### src/lkv_pkg.sv
// lkv_pkg: shared constants for the LRU key/value cache.
// No dependencies; imported by the cell, the hit selector and the top level.
`timescale 1ns / 1ps

package lkv_pkg;

  // Field widths fixed by the interface
  localparam int VALUE_W = 31;
  localparam int OUT_W   = 32;
  localparam int CAP_W   = 5;

  // Capacity register reset value
  localparam logic [CAP_W-1:0] CAP_RESET = 5'd16;

  // Request opcodes
  localparam logic OP_GET = 1'b0;
  localparam logic OP_PUT = 1'b1;

  // Returned on a get miss (-1)
  localparam logic signed [OUT_W-1:0] MISS_VALUE = -32'sd1;

endpackage

### src/lkv_cell.sv
// lkv_cell: one entry of the recency-ordered cell chain.
// Depends on lkv_pkg. Holds valid, key and value; loads from its upstream neighbor on shift.
`timescale 1ns / 1ps

module lkv_cell
  import lkv_pkg::*;
#(
  parameter int KW = 16
) (
  input  logic               clk,
  input  logic               rst,
  input  logic               shift_en,
  input  logic               up_valid,
  input  logic [KW-1:0]      up_key,
  input  logic [VALUE_W-1:0] up_value,
  input  logic [KW-1:0]      lookup_key,
  output logic               valid,
  output logic [KW-1:0]      entry_key,
  output logic [VALUE_W-1:0] entry_value,
  output logic               match
);

  // Valid bit: cleared at reset, follows upstream on shift
  always_ff @(posedge clk) begin
    if (rst) begin
      valid <= 1'b0;
    end else if (shift_en) begin
      valid <= up_valid;
    end
  end

  // Payload needs no reset
  always_ff @(posedge clk) begin
    if (shift_en) begin
      entry_key   <= up_key;
      entry_value <= up_value;
    end
  end

  // Associative compare
  assign match = valid && (entry_key == lookup_key);

endmodule

### src/lkv_hit_sel.sv
// lkv_hit_sel: turns the cell match vector into hit flag, position and value.
// Depends on lkv_pkg. At most one cell matches, so an AND-OR select suffices.
`timescale 1ns / 1ps

module lkv_hit_sel
  import lkv_pkg::*;
#(
  parameter int ENTRIES = 16,
  parameter int IDX_W   = 4
) (
  input  logic [ENTRIES-1:0] match,
  input  logic [VALUE_W-1:0] cell_value [ENTRIES],
  output logic               hit,
  output logic [IDX_W-1:0]   hit_pos,
  output logic [VALUE_W-1:0] hit_value
);

  // One-hot to binary position and value
  always_comb begin
    hit_pos   = '0;
    hit_value = '0;
    for (int i = 0; i < ENTRIES; i++) begin
      if (match[i]) begin
        hit_pos   = hit_pos | IDX_W'(i);
        hit_value = hit_value | cell_value[i];
      end
    end
    hit = |match;
  end

endmodule

### src/lru_key_value_cache.sv
// lru_key_value_cache: top level of the LRU key/value cache.
// Depends on lkv_pkg, lkv_cell and lkv_hit_sel.
`timescale 1ns / 1ps

// Entries live in a chain of cells kept in recency order: cell 0 is the most
// recent, the valid entries fill cells 0 to count-1, and the last valid one is
// the eviction victim. The accept cycle compares the key against every cell at
// once; the update state then shifts the chain by one up to the hit cell (or
// up to the fill level on a put miss) and loads the entry into cell 0, while a
// get miss shifts nothing. Any request, get or put, holds in the update state
// while an earlier result is still unaccepted at the output register. Capacity
// 0 acts as 1 and values above ENTRIES act as ENTRIES; lowering it evicts nothing
// at once, a later put miss replaces the oldest entry. Reset clears the whole store.
module lru_key_value_cache
  import lkv_pkg::*;
#(
  parameter int ENTRIES  = 16,
  parameter int KEY_BITS = 16
) (
  input  logic                    clk,
  input  logic                    rst,
  input  logic                    in_valid,
  output logic                    in_ready,
  input  logic                    opcode,
  input  logic [15:0]             key,
  input  logic [VALUE_W-1:0]      value,
  output logic                    out_valid,
  input  logic                    out_ready,
  output logic signed [OUT_W-1:0] read_value,
  input  logic                    cfg_wr_en,
  input  logic [CAP_W-1:0]        cfg_wr_data
);

  localparam int KW    = (KEY_BITS < 16) ? KEY_BITS : 16;
  localparam int IDX_W = (ENTRIES > 1) ? $clog2(ENTRIES) : 1;
  localparam int CNT_W = $clog2(ENTRIES + 1);
  localparam int EW    = (CNT_W > CAP_W) ? CNT_W : CAP_W;

  localparam logic S_IDLE = 1'b0;
  localparam logic S_UPD  = 1'b1;

  logic               state;
  logic [CAP_W-1:0]   capacity;
  logic [CNT_W-1:0]   count;

  // Request registers
  logic               op_r;
  logic [KW-1:0]      key_r;
  logic [VALUE_W-1:0] value_r;
  logic               hit_r;
  logic [IDX_W-1:0]   pos_r;
  logic [VALUE_W-1:0] hit_value_r;

  // Cell chain signals
  logic [ENTRIES-1:0] cell_valid;
  logic [ENTRIES-1:0] match;
  logic [KW-1:0]      cell_key   [ENTRIES];
  logic [VALUE_W-1:0] cell_value [ENTRIES];
  logic [ENTRIES-1:0] up_valid;
  logic [KW-1:0]      up_key     [ENTRIES];
  logic [VALUE_W-1:0] up_value   [ENTRIES];

  logic               hit;
  logic [IDX_W-1:0]   hit_pos;
  logic [VALUE_W-1:0] hit_value;

  logic               accept;
  logic               out_free;
  logic               step;
  logic               upd_go;
  logic               evict;
  logic [EW-1:0]      eff_cap;
  logic [CNT_W-1:0]   limit;
  logic [VALUE_W-1:0] head_value;
  logic [KW-1:0]      lookup_key;

  assign in_ready   = (state == S_IDLE);
  assign accept     = in_valid && in_ready;
  assign out_free   = !out_valid || out_ready;
  assign step       = (state == S_UPD) && out_free;
  assign lookup_key = key[KW-1:0];

  // Effective capacity and eviction decision
  always_comb begin
    if (capacity == '0) begin
      eff_cap = EW'(1);
    end else if (EW'(capacity) > EW'(ENTRIES)) begin
      eff_cap = EW'(ENTRIES);
    end else begin
      eff_cap = EW'(capacity);
    end
  end

  assign evict = (EW'(count) >= eff_cap);

  // Shift extent and entry loaded into the head cell
  always_comb begin
    if (hit_r) begin
      limit = CNT_W'(pos_r);
    end else if (evict) begin
      limit = count - CNT_W'(1);
    end else begin
      limit = count;
    end
  end

  assign head_value = (op_r == OP_PUT) ? value_r : hit_value_r;
  assign upd_go     = step && ((op_r == OP_PUT) || hit_r);

  // Cell chain
  for (genvar g = 0; g < ENTRIES; g++) begin : g_cell
    logic shift_en;

    if (g == 0) begin : g_head
      assign up_valid[g] = 1'b1;
      assign up_key[g]   = key_r;
      assign up_value[g] = head_value;
    end else begin : g_body
      assign up_valid[g] = cell_valid[g-1];
      assign up_key[g]   = cell_key[g-1];
      assign up_value[g] = cell_value[g-1];
    end

    assign shift_en = upd_go && (CNT_W'(g) <= limit);

    lkv_cell #(
      .KW(KW)
    ) u_cell (
      .clk        (clk),
      .rst        (rst),
      .shift_en   (shift_en),
      .up_valid   (up_valid[g]),
      .up_key     (up_key[g]),
      .up_value   (up_value[g]),
      .lookup_key (lookup_key),
      .valid      (cell_valid[g]),
      .entry_key  (cell_key[g]),
      .entry_value(cell_value[g]),
      .match      (match[g])
    );
  end

  lkv_hit_sel #(
    .ENTRIES(ENTRIES),
    .IDX_W  (IDX_W)
  ) u_hit_sel (
    .match     (match),
    .cell_value(cell_value),
    .hit       (hit),
    .hit_pos   (hit_pos),
    .hit_value (hit_value)
  );

  // Capture request and lookup result on accept
  always_ff @(posedge clk) begin
    if (accept) begin
      op_r        <= opcode;
      key_r       <= lookup_key;
      value_r     <= value;
      hit_r       <= hit;
      pos_r       <= hit_pos;
      hit_value_r <= hit_value;
    end
  end

  // Sequencer, fill count and capacity register
  always_ff @(posedge clk) begin
    if (rst) begin
      state    <= S_IDLE;
      count    <= '0;
      capacity <= CAP_RESET;
    end else begin
      if (cfg_wr_en) begin
        capacity <= cfg_wr_data;
      end
      case (state)
        S_IDLE: begin
          if (accept) begin
            state <= S_UPD;
          end
        end
        S_UPD: begin
          if (step) begin
            state <= S_IDLE;
            if ((op_r == OP_PUT) && !hit_r && !evict) begin
              count <= count + CNT_W'(1);
            end
          end
        end
        default: begin
          state <= S_IDLE;
        end
      endcase
    end
  end

  // Output register
  always_ff @(posedge clk) begin
    if (rst) begin
      out_valid <= 1'b0;
    end else if (step && (op_r == OP_GET)) begin
      out_valid <= 1'b1;
    end else if (out_ready) begin
      out_valid <= 1'b0;
    end
  end

  always_ff @(posedge clk) begin
    if (step && (op_r == OP_GET)) begin
      read_value <= hit_r ? signed'({1'b0, hit_value_r}) : MISS_VALUE;
    end
  end

  // Checks
  assert property (@(posedge clk) disable iff (rst)
    $countones(cell_valid) == int'(count))
    else $error("valid cells do not match fill count");

  assert property (@(posedge clk) disable iff (rst)
    $onehot0(match))
    else $error("key held in more than one cell");

  assert property (@(posedge clk) disable iff (rst)
    EW'(count) <= EW'(ENTRIES))
    else $error("fill count above entry count");

  assert property (@(posedge clk) disable iff (rst)
    $rose(out_valid) |-> $past(state == S_UPD))
    else $error("result produced outside update cycle");

endmodule

### config.mk
export PLATFORM = sky130hd
export DESIGN_NAME = lru_key_value_cache
export DESIGN_NICKNAME = d
export VERILOG_FILES = /design/src/lkv_pkg.sv /design/src/lkv_cell.sv /design/src/lkv_hit_sel.sv /design/src/lru_key_value_cache.sv
export SDC_FILE = /design/constraint.sdc
export NUM_CORES = 1
export LEC_CHECK = 0
export BUFFER_PORTS_ARGS = -buffer_cell sky130_fd_sc_hd__buf_2
export CORE_MARGIN = 1
export CORE_UTILIZATION = 30
export CTS_CLUSTER_DIAMETER = 40
export DETAILED_ROUTE_END_ITERATION = 10
export HOLD_SLACK_MARGIN = 0.05
export PLACE_DENSITY_LB_ADDON = 0.05
export SLEW_MARGIN = 10
export SYNTH_ARGS = -nofsm -noshare
export SYNTH_HDL_FRONTEND = slang
export SYNTH_SLANG_ARGS = --single-unit
### constraint.sdc
create_clock -name clk -period 6.45 [get_ports clk]
set_clock_uncertainty 0.05 [all_clocks]
set_input_delay 1.29 -clock clk [delete_from_list [all_inputs] [get_ports clk]]
set_output_delay 1.29 -clock clk [all_outputs]
set_load 0.05 [all_outputs]
* Yosys cells after proc, flatten, opt, wreduce, memory -nomap -nowiden
Cells that the tools add are included.
** Cells by class
- Magnitude comparators :: 18
- $add $sub $neg :: 2
- Multiplexer cells :: 40
- Eq/ne operators :: 16
- Reductions and logical operators :: 50
- Bitwise operators :: 17
** Operator list (number)
- 2-to-1 mux 31 bit :: 17
- OR 31 bit :: 15
- equality test 16 bit :: 16
- <= comparator 4 x 5 -> 1 bit (first input constant) :: 8
- logical AND 1 bit :: 38
- 2-to-1 mux 32 bit :: 1
- 2-to-1 mux 4 bit :: 6
- <= comparator 3 x 5 -> 1 bit (first input constant) :: 4
- 2-to-1 mux 5 bit :: 4
- OR reduction 16 bit :: 1
- 2-to-1 mux 3 bit :: 4
- <= comparator 1 x 5 -> 1 bit (first input constant) :: 2
- <= comparator 2 x 5 -> 1 bit (first input constant) :: 2
- OR reduction 8 bit :: 1
- adder 5 x 1 -> 5 bit (second input constant) :: 1
- >= comparator 5 bit :: 1
- > comparator 5 bit (second input constant) :: 1
- zero test 5 bit :: 1
- 2-to-1 mux 1 bit :: 5
- subtractor 5 x 1 -> 5 bit (second input constant) :: 1
- 2-to-1 mux 2 bit :: 2
- OR reduction 4 bit :: 1
- zero test 1 bit :: 3
- AND reduction 3 bit :: 1
- other kinds (5) :: 7
** Word-level totals
- Output and inout port bits :: 34
- Register bits :: 896
- Logic and storage cells :: 206
- Input port bits :: 58

* Longest topological paths before layout
Gate-level depths: netlist of the first run.
- Depth in word-level cells :: 33
- Mapped depth :: 12
- Depth with buffers taken out :: 12

* Cells and area by module
Synthesis of the first run repeated with hierarchy kept, for this count alone.
** Second synthesis, totals
- Cell total of the unflattened synthesis :: 1830
- Area total of the unflattened synthesis :: 34097.7 sq um
** Modules (own cells, without submodules)
- lkv_cell :: seq. area each 1431.4 sq um, cells each 72, area an instance 1626.6 sq um, instances 16
- lru_key_value_cache :: seq. area each 3723.6 sq um, cells each 327, area an instance 5188.7 sq um, instances 1
- lkv_hit_sel :: seq. area each 0.0 sq um, cells each 351, area an instance 2884.0 sq um, instances 1

* Least setup slack after synthesis of the first run
No wires, ideal clock.
- Kind :: in2reg
- Start point :: in out_ready
- End point :: reg g_cell[1].u_cell.entry_key[0] (enable)
- Setup time :: 0.517 ns
- Data arrival time :: 5.188 ns
- Stages :: 4
- Slack :: 0.695 ns
- Data required time :: 5.883 ns
- Buffers on the path :: 0
- Path through :: nand2b_1 nand2_1 or2_2 o21ai_0
** On the way
- Cells in the longest elaborated chain, start to end :: 4
** Ends and longest elaborated chain
- from (decl) :: RTL line lru_key_value_cache.sv:28 : input logic out_ready,
- logical OR 1 bit :: RTL line lru_key_value_cache.sv:79 : assign out_free = !out_valid || out_ready;
- logical AND 1 bit :: RTL line lru_key_value_cache.sv:80 : assign step = (state == S_UPD) && out_free;
- logical AND 1 bit :: RTL line lru_key_value_cache.sv:108 : assign upd_go = step && ((op_r == OP_PUT) || hit_r);
- logical AND 1 bit :: RTL line lru_key_value_cache.sv:124 : assign shift_en = upd_go && (CNT_W'(g) <= limit);
- via g_cell[1].shift_en :: RTL line lru_key_value_cache.sv:112 : logic shift_en;
- to (signal assigned) :: RTL line lkv_cell.sv:35 : entry_key <= up_key;
- to (decl) :: RTL line lkv_cell.sv:18 : output logic [KW-1:0] entry_key,
The timed path passes the listed nets, and every way through them passes these cells.
A chain may end at the register's enable or synchronous reset.

* Worst setup path after layout of the first run
- Start point :: reg capacity[1]
- End point :: reg g_cell[11].u_cell.entry_value[12] (enable)
** On the way
- Cells in the longest elaborated chain, start to end :: 8
- Elaborated cells on any way between the ends :: 9
- Those cells by class :: order compare (3); mux (4); reduce/logical (2)
** Ends and longest elaborated chain
- from (decl) :: RTL line lru_key_value_cache.sv:43 : logic [CAP_W-1:0] capacity;
- from (signal assigned) :: RTL line lru_key_value_cache.sv:174 : capacity <= cfg_wr_data;
- > comparator 5 bit :: RTL line lru_key_value_cache.sv:87 : end else if (EW'(capacity) > EW'(ENTRIES)) begin
- 2-to-1 mux 5 bit :: RTL line lru_key_value_cache.sv:87
- 2-to-1 mux 5 bit * :: RTL line lru_key_value_cache.sv:85 : if (capacity == '0) begin
- >= comparator 5 bit * :: RTL line lru_key_value_cache.sv:94 : assign evict = (EW'(count) >= eff_cap);
- 2-to-1 mux 5 bit * :: RTL line lru_key_value_cache.sv:100 : end else if (evict) begin
- 2-to-1 mux 5 bit * :: RTL line lru_key_value_cache.sv:98 : if (hit_r) begin
- <= comparator 4 x 5 -> 1 bit * :: RTL line lru_key_value_cache.sv:124
- logical AND 1 bit * :: RTL line lru_key_value_cache.sv:124
- via g_cell[11].shift_en :: RTL line lru_key_value_cache.sv:112
- to (signal assigned) :: RTL line lkv_cell.sv:36 : entry_value <= up_value;
- to (decl) :: RTL line lkv_cell.sv:19 : output logic [VALUE_W-1:0] entry_value,
The timed path passes the listed nets; every way through them passes the cells marked *.

==> results of run 1 <==
==> registers in the layout, summed over array words and instances (netlist names) <==
register,count
pos_r,4
capacity,5
out_valid,1
g_cell.u_cell.valid,16
read_value,32
hit_value_r,31
key_r,16
g_cell.u_cell.entry_value,496
value_r,31
state,1
op_r,1
count,5
g_cell.u_cell.entry_key,256
hit_r,1
==> logic make-up after synthesis <==
logic type / after synthesis / share of synthesized area
DFF: 896 / 0.7784
buffers and inverters: 107 / 0.01770
adders and majority gates: 7 / 0.002560
xor gates and xnor gates: 260 / 0.06657
AOI/OAI and AO/OA: 291 / 0.07451
and+or+nand+nor: 255 / 0.04539
muxes: 47 / 0.01489
==> stage by stage <==
step,setup slack (ns),utilization,hold slack [ns],area (µm²),std cells
2_1_floorplan,0.6951,-,0.3503,34210,1863
3_3_place_gp,1.579,0.3243,0.3512,36590,3415
3_5_place_dp,1.539,0.3243,0.3545,36590,3415
4_1_cts,1.749,0.3677,0.3666,41480,3691
5_1_grt,1.611,0.3677,0.3702,41480,3691
6_report,1.854,0.3677,0.3650,41480,3692
==> critical path, stage by stage, from the launching register on <==
cell and delay, ns:
dfxtp_1 0.33, nor3_1 0.21, nor2_1 0.06, nor2_1 0.13
ha_1 0.24, nand2b_1 0.17, a31oi_2 0.34, o21ai_2 0.16
a31o_2 0.33, a31o_2 0.29, inv_2 0.07, buf_4 0.77
o31a_2 0.69, buf_12 0.38
==> cell usage in the layout, fill, tap and decap left out, types with 7 or more instances in the layout <==
cell type and count:
clkbuf_1 24, a221oi_1 120, nor4_1 20, clkbuf_16 155
xnor2_1 193, ha_1 7, dfxtp_1 28, clkinvlp_4 11
a22o_1 120, mux2_2 31, clkinv_2 14, clkinv_1 27
xor2_1 67, nor4_4 16, inv_2 8, edfxtp_1 868
nor2_1 31, nand2_1 45, clkinv_4 13, nand2b_1 34
nand3_1 9, buf_4 49, bufinv_16 10, buf_2 91
inv_6 16, mux2i_1 16, nand4_1 84
==> power by group through the flow <==
stage	Sequential, mW	Combinational [mW]	Clock (mW)
floorplan	6.72	0.263	0
global placement	6.74	0.471	0
detailed placement	6.74	0.471	0
CTS	6.63	0.473	7.96
finish	6.63	0.460	7.77
global route	6.64	0.496	8.18
==> final cells by class <==
| type | instances | share of cell area |
|---|---|---|
| inverters | 15 | 0.001387 |
| clock inverters | 93 | 0.02093 |
| multi-input cells | 860 | 0.1718 |
| repair buffers | 144 | 0.02178 |
| diodes | 1 | 0.00006032 |
| clock buffers | 183 | 0.09700 |
| flip-flops and latches | 896 | 0.6418 |
| well taps | 1500 | 0.04524 |
==> worst max path at each step <==
stage          slack, ns                                end
2_1_floorplan       0.70      g_cell[1].u_cell.entry_key[0]
3_3_place_gp        1.58  g_cell[11].u_cell.entry_value[10]
3_5_place_dp        1.54   g_cell[2].u_cell.entry_value[26]
4_1_cts             1.75   g_cell[11].u_cell.entry_value[5]
5_1_grt             1.61   g_cell[11].u_cell.entry_value[7]
6_report            1.85  g_cell[11].u_cell.entry_value[12]
==> per-layer routing <==
metal | vias to the layer above | GRT usage | wire length [µm] | part of all wire
met4 | 0 | 0.05462 | 2215 | 0.021
li1 | 7974 | - | - | -
met1 | 9728 | 0.2515 | 47180 | 0.44
met2 | 790 | 0.2884 | 49310 | 0.46
met3 | 164 | 0.04626 | 7487 | 0.071
met5 | - | 0 | 0 | 0
==> metrics.csv, run 1 <==
metric;value;unit
share of cells above drive strength 1;0.2072;
die area;115400;µm²
total congestion overflow;0;
post-route ant nets;0;
IO Count;92;
Hold WC Path Type;reg2reg;
final WL;106200;µm
worst slew pin tran;1.239;ns
Routability Congestion;0.7452;
CP arrival;4.93;ns
area of the multi-input gates;7126;µm²
PwrDens;358.1;nW/µm²
fin. max-slew vios;0;
total setup buffers inserted after CTS;0;
Hold Path End;g_cell[0].u_cell.entry_key[11];
Max-Cap Viols;0;
RSZ-0062 raised after global routing;false;
synth-to-layout area growth;21.27;%
first-pass GRT wire length;150100;µm
antenna violations before repair;2;
drt drc;0;
Logic pwr share;0.031;
Max Freq;217.6;MHz
crit path launch;capacity[1];
period utilization;0.7126;
Main synth FF type;edfxtp_1;
flop2flop setup slack;1.85;ns
Rel. slew slack;0.1683;
leak pwr;13.53;nW
Gate Count Post-Synth;1863;
Worst Path Max Fanout;49;
Total Power;14.86;mW
IO Port Bufs;91;
vias in the first global route;19700;
root buf cell;clkbuf_16;
Hold Startpoint;key_r[11];
Site Rows;123;
Synth cell types;64;
R2R Path End;g_cell[11].u_cell.entry_value[12];
syn avg cell area;18.36;µm²
Clock Latency Late Sink;0.74;ns
hpwl dp;59120;µm
switching power;3.321;mW
DIE HEIGHT;339.7;µm
H-tree Lvls;4;
Flop pwr share;0.446;
Hold Path Stages;0;
total track usage;0.1842;
final setup violating endpoints;0;
clock-pin slew on the worst setup and hold paths;0.05;ns
Seq/Total Area, Yosys;0.7784;
WL per Instance;28.76;µm
leading post-synthesis cells by cell area;edfxtp_1 76%, xnor2_1 4.9%, a221oi_1 3.1%;
PostCTS Resize Cnt;0;
final hold vios;0;
Initial DRC Count;1763;
most frequent cells after synthesis;868 x edfxtp_1, 193 x xnor2_1, 120 x a221oi_1, 120 x a22o_1, 84 x nand4_1;
Yosys Warn Count;0;
Worst setup SP type;flop;
R2R cell count;13;
VDD IR-drop max;230.7;µV
top-count cell post-synth;edfxtp_1;
Worst Setup Path Type;reg2reg;
Yosys reg bits;896;
top cell type's share of synthesized area;0.7620;
RR Startpoint;capacity[1];
ys async rst share;0;
Post-synth EDFFs;868;
Via Count;18660;
Num CTS Buffers;150;
final setup TNS;0;ns
largest net degree at the start of global routing;50;
CP Capture Type;flop;
worst-case clock buffer depth;3;
nets@finish;2132;
Cell Area, Synth;34210;µm²
Hold Buf Count CTS;0;
Synth area leader;edfxtp_1;
die width;339.7;µm
FF/Latch Area;26630;µm²
status;finished, final reports clean;
Sink Count;896;
Data required, critical path;6.79;ns
filler cell count;10510;
Mapped Nets;1928;
Initial Util;0.3032;
via density per instance;5.053;
clock share of power;0.523;
CTS tree;yes;
drt pass-1 iters;5;
core area;112800;µm²
fin crit period;4.596;ns
sw frac;0.2236;
Pint;11.54;mW
No activity file was read; power rests on OpenSTA's default activity.
==> inputs of run 2 (changes only) <==
--- a/config.mk
+++ b/config.mk
@@ -5,6 +5,7 @@
 export SDC_FILE = /design/constraint.sdc
 export NUM_CORES = 1
 export LEC_CHECK = 0
+export ABC_AREA = 1
 export BUFFER_PORTS_ARGS = -buffer_cell sky130_fd_sc_hd__buf_2
 export CORE_MARGIN = 1
 export CORE_UTILIZATION = 30
==> constraint.sdc (replaced) <==
create_clock -name clk -period 4.1 [get_ports clk]
set_clock_uncertainty 0.05 [all_clocks]
set_input_delay 0.82 -clock clk [delete_from_list [all_inputs] [get_ports clk]]
set_output_delay 0.82 -clock clk [all_outputs]
set_load 0.05 [all_outputs]
==> metrics.csv, run 2 <==
metric;value;unit;change
top cell type's share of synthesized area;0.6983;;-0.06370
Hold Path End;value_r[5];;
Seq/Total Area, Yosys;0.7133;;-0.06507
main combinational cell family by area after synthesis;simple AND/OR/NAND/NOR gates;;
Max-Cap Viols;0;;unchanged
DR WL met3;14410;µm;+92%
share of cells above drive strength 1;0.1853;;-0.02193
top-count cell post-synth;edfxtp_1;;
Final Hold Slack;0.1722;ns;-0.1928 ns
RSZ-0062 raised after global routing;false;;
Initial Util;0.3023;;-0.0009256
worst slack, placed;0.4880;ns;-1.051 ns
root buf cell;clkbuf_16;;
Num CTS Buffers;156;;+4.0%
Final WS setup;0.3344;ns;-1.519 ns
post-synthesis mux area share;0;;-0.01489
fin crit period;3.766;ns;-0.8307 ns
worst-case clock buffer depth;3;;unchanged
synth-to-layout area growth;22.44;%;
Cell Area, Synth;37330;µm²;+9.1%
final WL;134500;µm;+27%
drt pass-1 iters;6;;+1
Worst setup SP type;flop;;
Mapped Nets;2921;;+52%
worst path cell trace;or4_1, nand2_1, nand2_1, ha_1, nand2_1, inv_1, nand2_1, nand3_2, nand2_1, nand3_1, nand2_1, inv_1, a21oi_1, nand2_1, nand2_1, inv_2, buf_12;;
Rel. slew slack;0.2868;;+0.1185
clock-pin slew on the worst setup and hold paths;0.06;ns;about the same
most flop-heavy register;g_cell.u_cell.entry_value;;
post-synthesis adder-cell area fraction;0.002346;;-0.0002140
PostCTS Resize Cnt;0;;unchanged
CP Capture Type;flop;;
leading post-synthesis cells by cell area;edfxtp_1 70%, nand4_1 11%, nand2_1 4.3%;;
hpwl dp;93470;µm;+58%
number of flip-flops in the largest register;496;;unchanged
ys async rst share;0;;unchanged
Top Layer Used;met4;;
CP arrival;4.18;ns;-0.75 ns
most frequent cells after synthesis;868 x edfxtp_1, 634 x nand4_1, 430 x nand2_1;;
H-tree Lvls;4;;unchanged
RR Startpoint;capacity[0];;
Routability Congestion;0.8615;;+16%
antenna violations before repair;4;;+2
vias in the first global route;25180;;+28%
status;finished, final reports clean;;
Worst Path Max Fanout;47;;-4.1%
Sink Count;896;;unchanged
CP most frequent cell;nand2_1;;
largest net degree at the start of global routing;69;;+38%
simple-gate area share of the yosys netlist;0.1861;;+0.1407
Clock Latency Late Sink;0.77;ns;+0.03 ns
Via Count;25340;;+36%
Worst path max stage delay;0.54;ns;-0.23 ns
Initial DRC Count;2903;;+65%
via density per instance;5.258;;+4.1%
VDD IR-drop max;400.3;µV;+73%
IO Port Bufs;91;;unchanged
leading cell type in the layout, fill and taps excluded;edfxtp_1;;
Metal-1 WL;63430;µm;+34%
final setup violating endpoints;0;;unchanged
total congestion overflow;0;;unchanged
Critical Path Slowest Stage Cell;or4_1;;
R2R cell count;17;;+4
Synth cell types;47;;-27%
routed wl met2;54340;µm;+10%
Synth Area in Compound Gates;0.03660;;-0.03791
xor/xnor share of the synthesized area;0.01267;;-0.05390
syn avg cell area;13.07;µm²;-29%
Hold Startpoint;value[5];;
Main synth FF type;edfxtp_1;;
flop2flop setup slack;0.33;ns;-1.52 ns
CTS tree;yes;;
Yosys Warn Count;0;;unchanged
core area;123500;µm²;+9.5%
commonest non-fill, non-tap cells in the layout;868 x edfxtp_1, 634 x nand4_1, 428 x nand2_1;;
die width;354.7;µm;+4.4%
Hold Path Stages;1;;+1
PwrDens;542.7;nW/µm²;+52%
Max Freq;265.6;MHz;+22%
R2R Path End;g_cell[11].u_cell.entry_value[16];;
Hold WC Path Type;in2reg;;
total setup buffers inserted after CTS;0;;unchanged
DIE HEIGHT;354.7;µm;+4.4%
biggest regs;g_cell.u_cell.entry_value: 496 flops, g_cell.u_cell.entry_key: 256 flops, read_value: 32 flops;;
die area;125800;µm²;+9.1%
period utilization;0.9184;;+0.2058
worst slew pin tran;1.069;ns;-0.1705 ns
Worst Setup Path Type;reg2reg;;
fin. max-slew vios;0;;unchanged
nets@finish;3112;;+46%
Yosys reg bits;896;;unchanged
Gate Count Post-Synth;2856;;+53%
WL per Instance;27.92;µm;-2.9%
Data required, critical path;4.52;ns;-2.27 ns
Post-synth EDFFs;868;;unchanged
IO Count;92;;unchanged
Site Rows;129;;+4.9%
leak pwr;15.69;nW;+16%
first-pass GRT wire length;190900;µm;+27%
final hold vios;0;;unchanged
total track usage;0.2125;;+0.02834
Synth area leader;edfxtp_1;;
Hold Buf Count CTS;0;;unchanged
drt drc;0;;unchanged
post-route ant nets;0;;unchanged
==> run 2: changes by cell type in the layout (fill, tap and decap cells not counted), moves of 34 or more <==
cell      previous run  this run
nor2_1              31       177
buf_4               49        86
a22o_1             120         3
a221oi_1           120         0
o21ai_0              4       102
nand4_1             84       634
nand2_1             45       428
o22ai_1              0        42
buf_12               4        52
nand2b_1            34         0
xnor2_1            193        12
inv_1                5       104
==> run 2: where the power goes <==
group / leakage, nW / internal [mW] / switching, mW
sequential: 8.18 / 10.4 / 0.208
clock: 2.51 / 8.25 / 4.79
combinational: 5.00 / 0.286 / 0.824
==> run 2: cell type report <==
class,instances,area (µm²)
Tap cell,1637,2048
Multi-Input combinational cell,1639,9138
Sequential cell,896,26630
Timing Repair Buffer,229,2142
Inverter,125,481.7
Antenna cell,2,5.005
Clock buffer,178,4070
Fill cell,11930,77770
Clock inverter,112,1194
==> run 2: per-layer routing <==
layer  global-route usage  vias up
li1                     -    11360
met1               0.3115    12720
met2               0.2882     1093
met3              0.08314      157
met4              0.05483        0
met5                    0        -
==> run 2: kinds of logic (layout without fill, tap and decap cells) <==
kind of cell | after synthesis | in the layout
and+or+nand+nor | 1353 | 1353
DFF | 896 | 896
buffers and inverters | 321 | 644
AOI/OAI and AO/OA | 225 | 225
xor gates and xnor gates | 54 | 54
adders and majority gates | 7 | 7
other | 0 | 2
==> run 2: how the worst max path moves through the flow <==
stage	slack, ns	endpoint	from	cells past startpoint
global placement	0.53	g_cell[12].u_cell.entry_value[24]	capacity[0]	16
floorplan	-0.44	g_cell[11].u_cell.entry_key[0]	out_ready	10
detailed placement	0.49	g_cell[11].u_cell.entry_value[25]	capacity[0]	17
CTS	0.45	g_cell[11].u_cell.entry_value[3]	capacity[0]	17
finish	0.33	g_cell[11].u_cell.entry_value[16]	capacity[0]	17
global route	0.14	g_cell[11].u_cell.entry_value[16]	capacity[0]	17
==> run 2: metrics by stage <==
stage | total power [mW] | utilization | instance area [µm²] | TNS, ns | cells
after floorplan | 11.37 | - | 37380 | -20.78 | 2856
after global placement | 11.94 | 0.3275 | 40440 | 0 | 4526
after detailed placement | 11.95 | 0.3275 | 40440 | 0 | 4526
after CTS | 25.09 | 0.3701 | 45700 | 0 | 4816
after global routing | 25.55 | 0.3701 | 45700 | 0 | 4816
final | 24.81 | 0.3701 | 45700 | 0 | 4818
==> run 2: worst max-delay path, delay by kind of cell, from the launching register on <==
family | cells | cell delay, ns
adder cells (fa/ha/maj) | 1 | 0.27
flip-flops | 1 | 0.32
AO/OA/AOI/OAI | 1 | 0.32
AND/OR/NAND/NOR | 11 | 2.03
buffers and inverters | 4 | 0.43
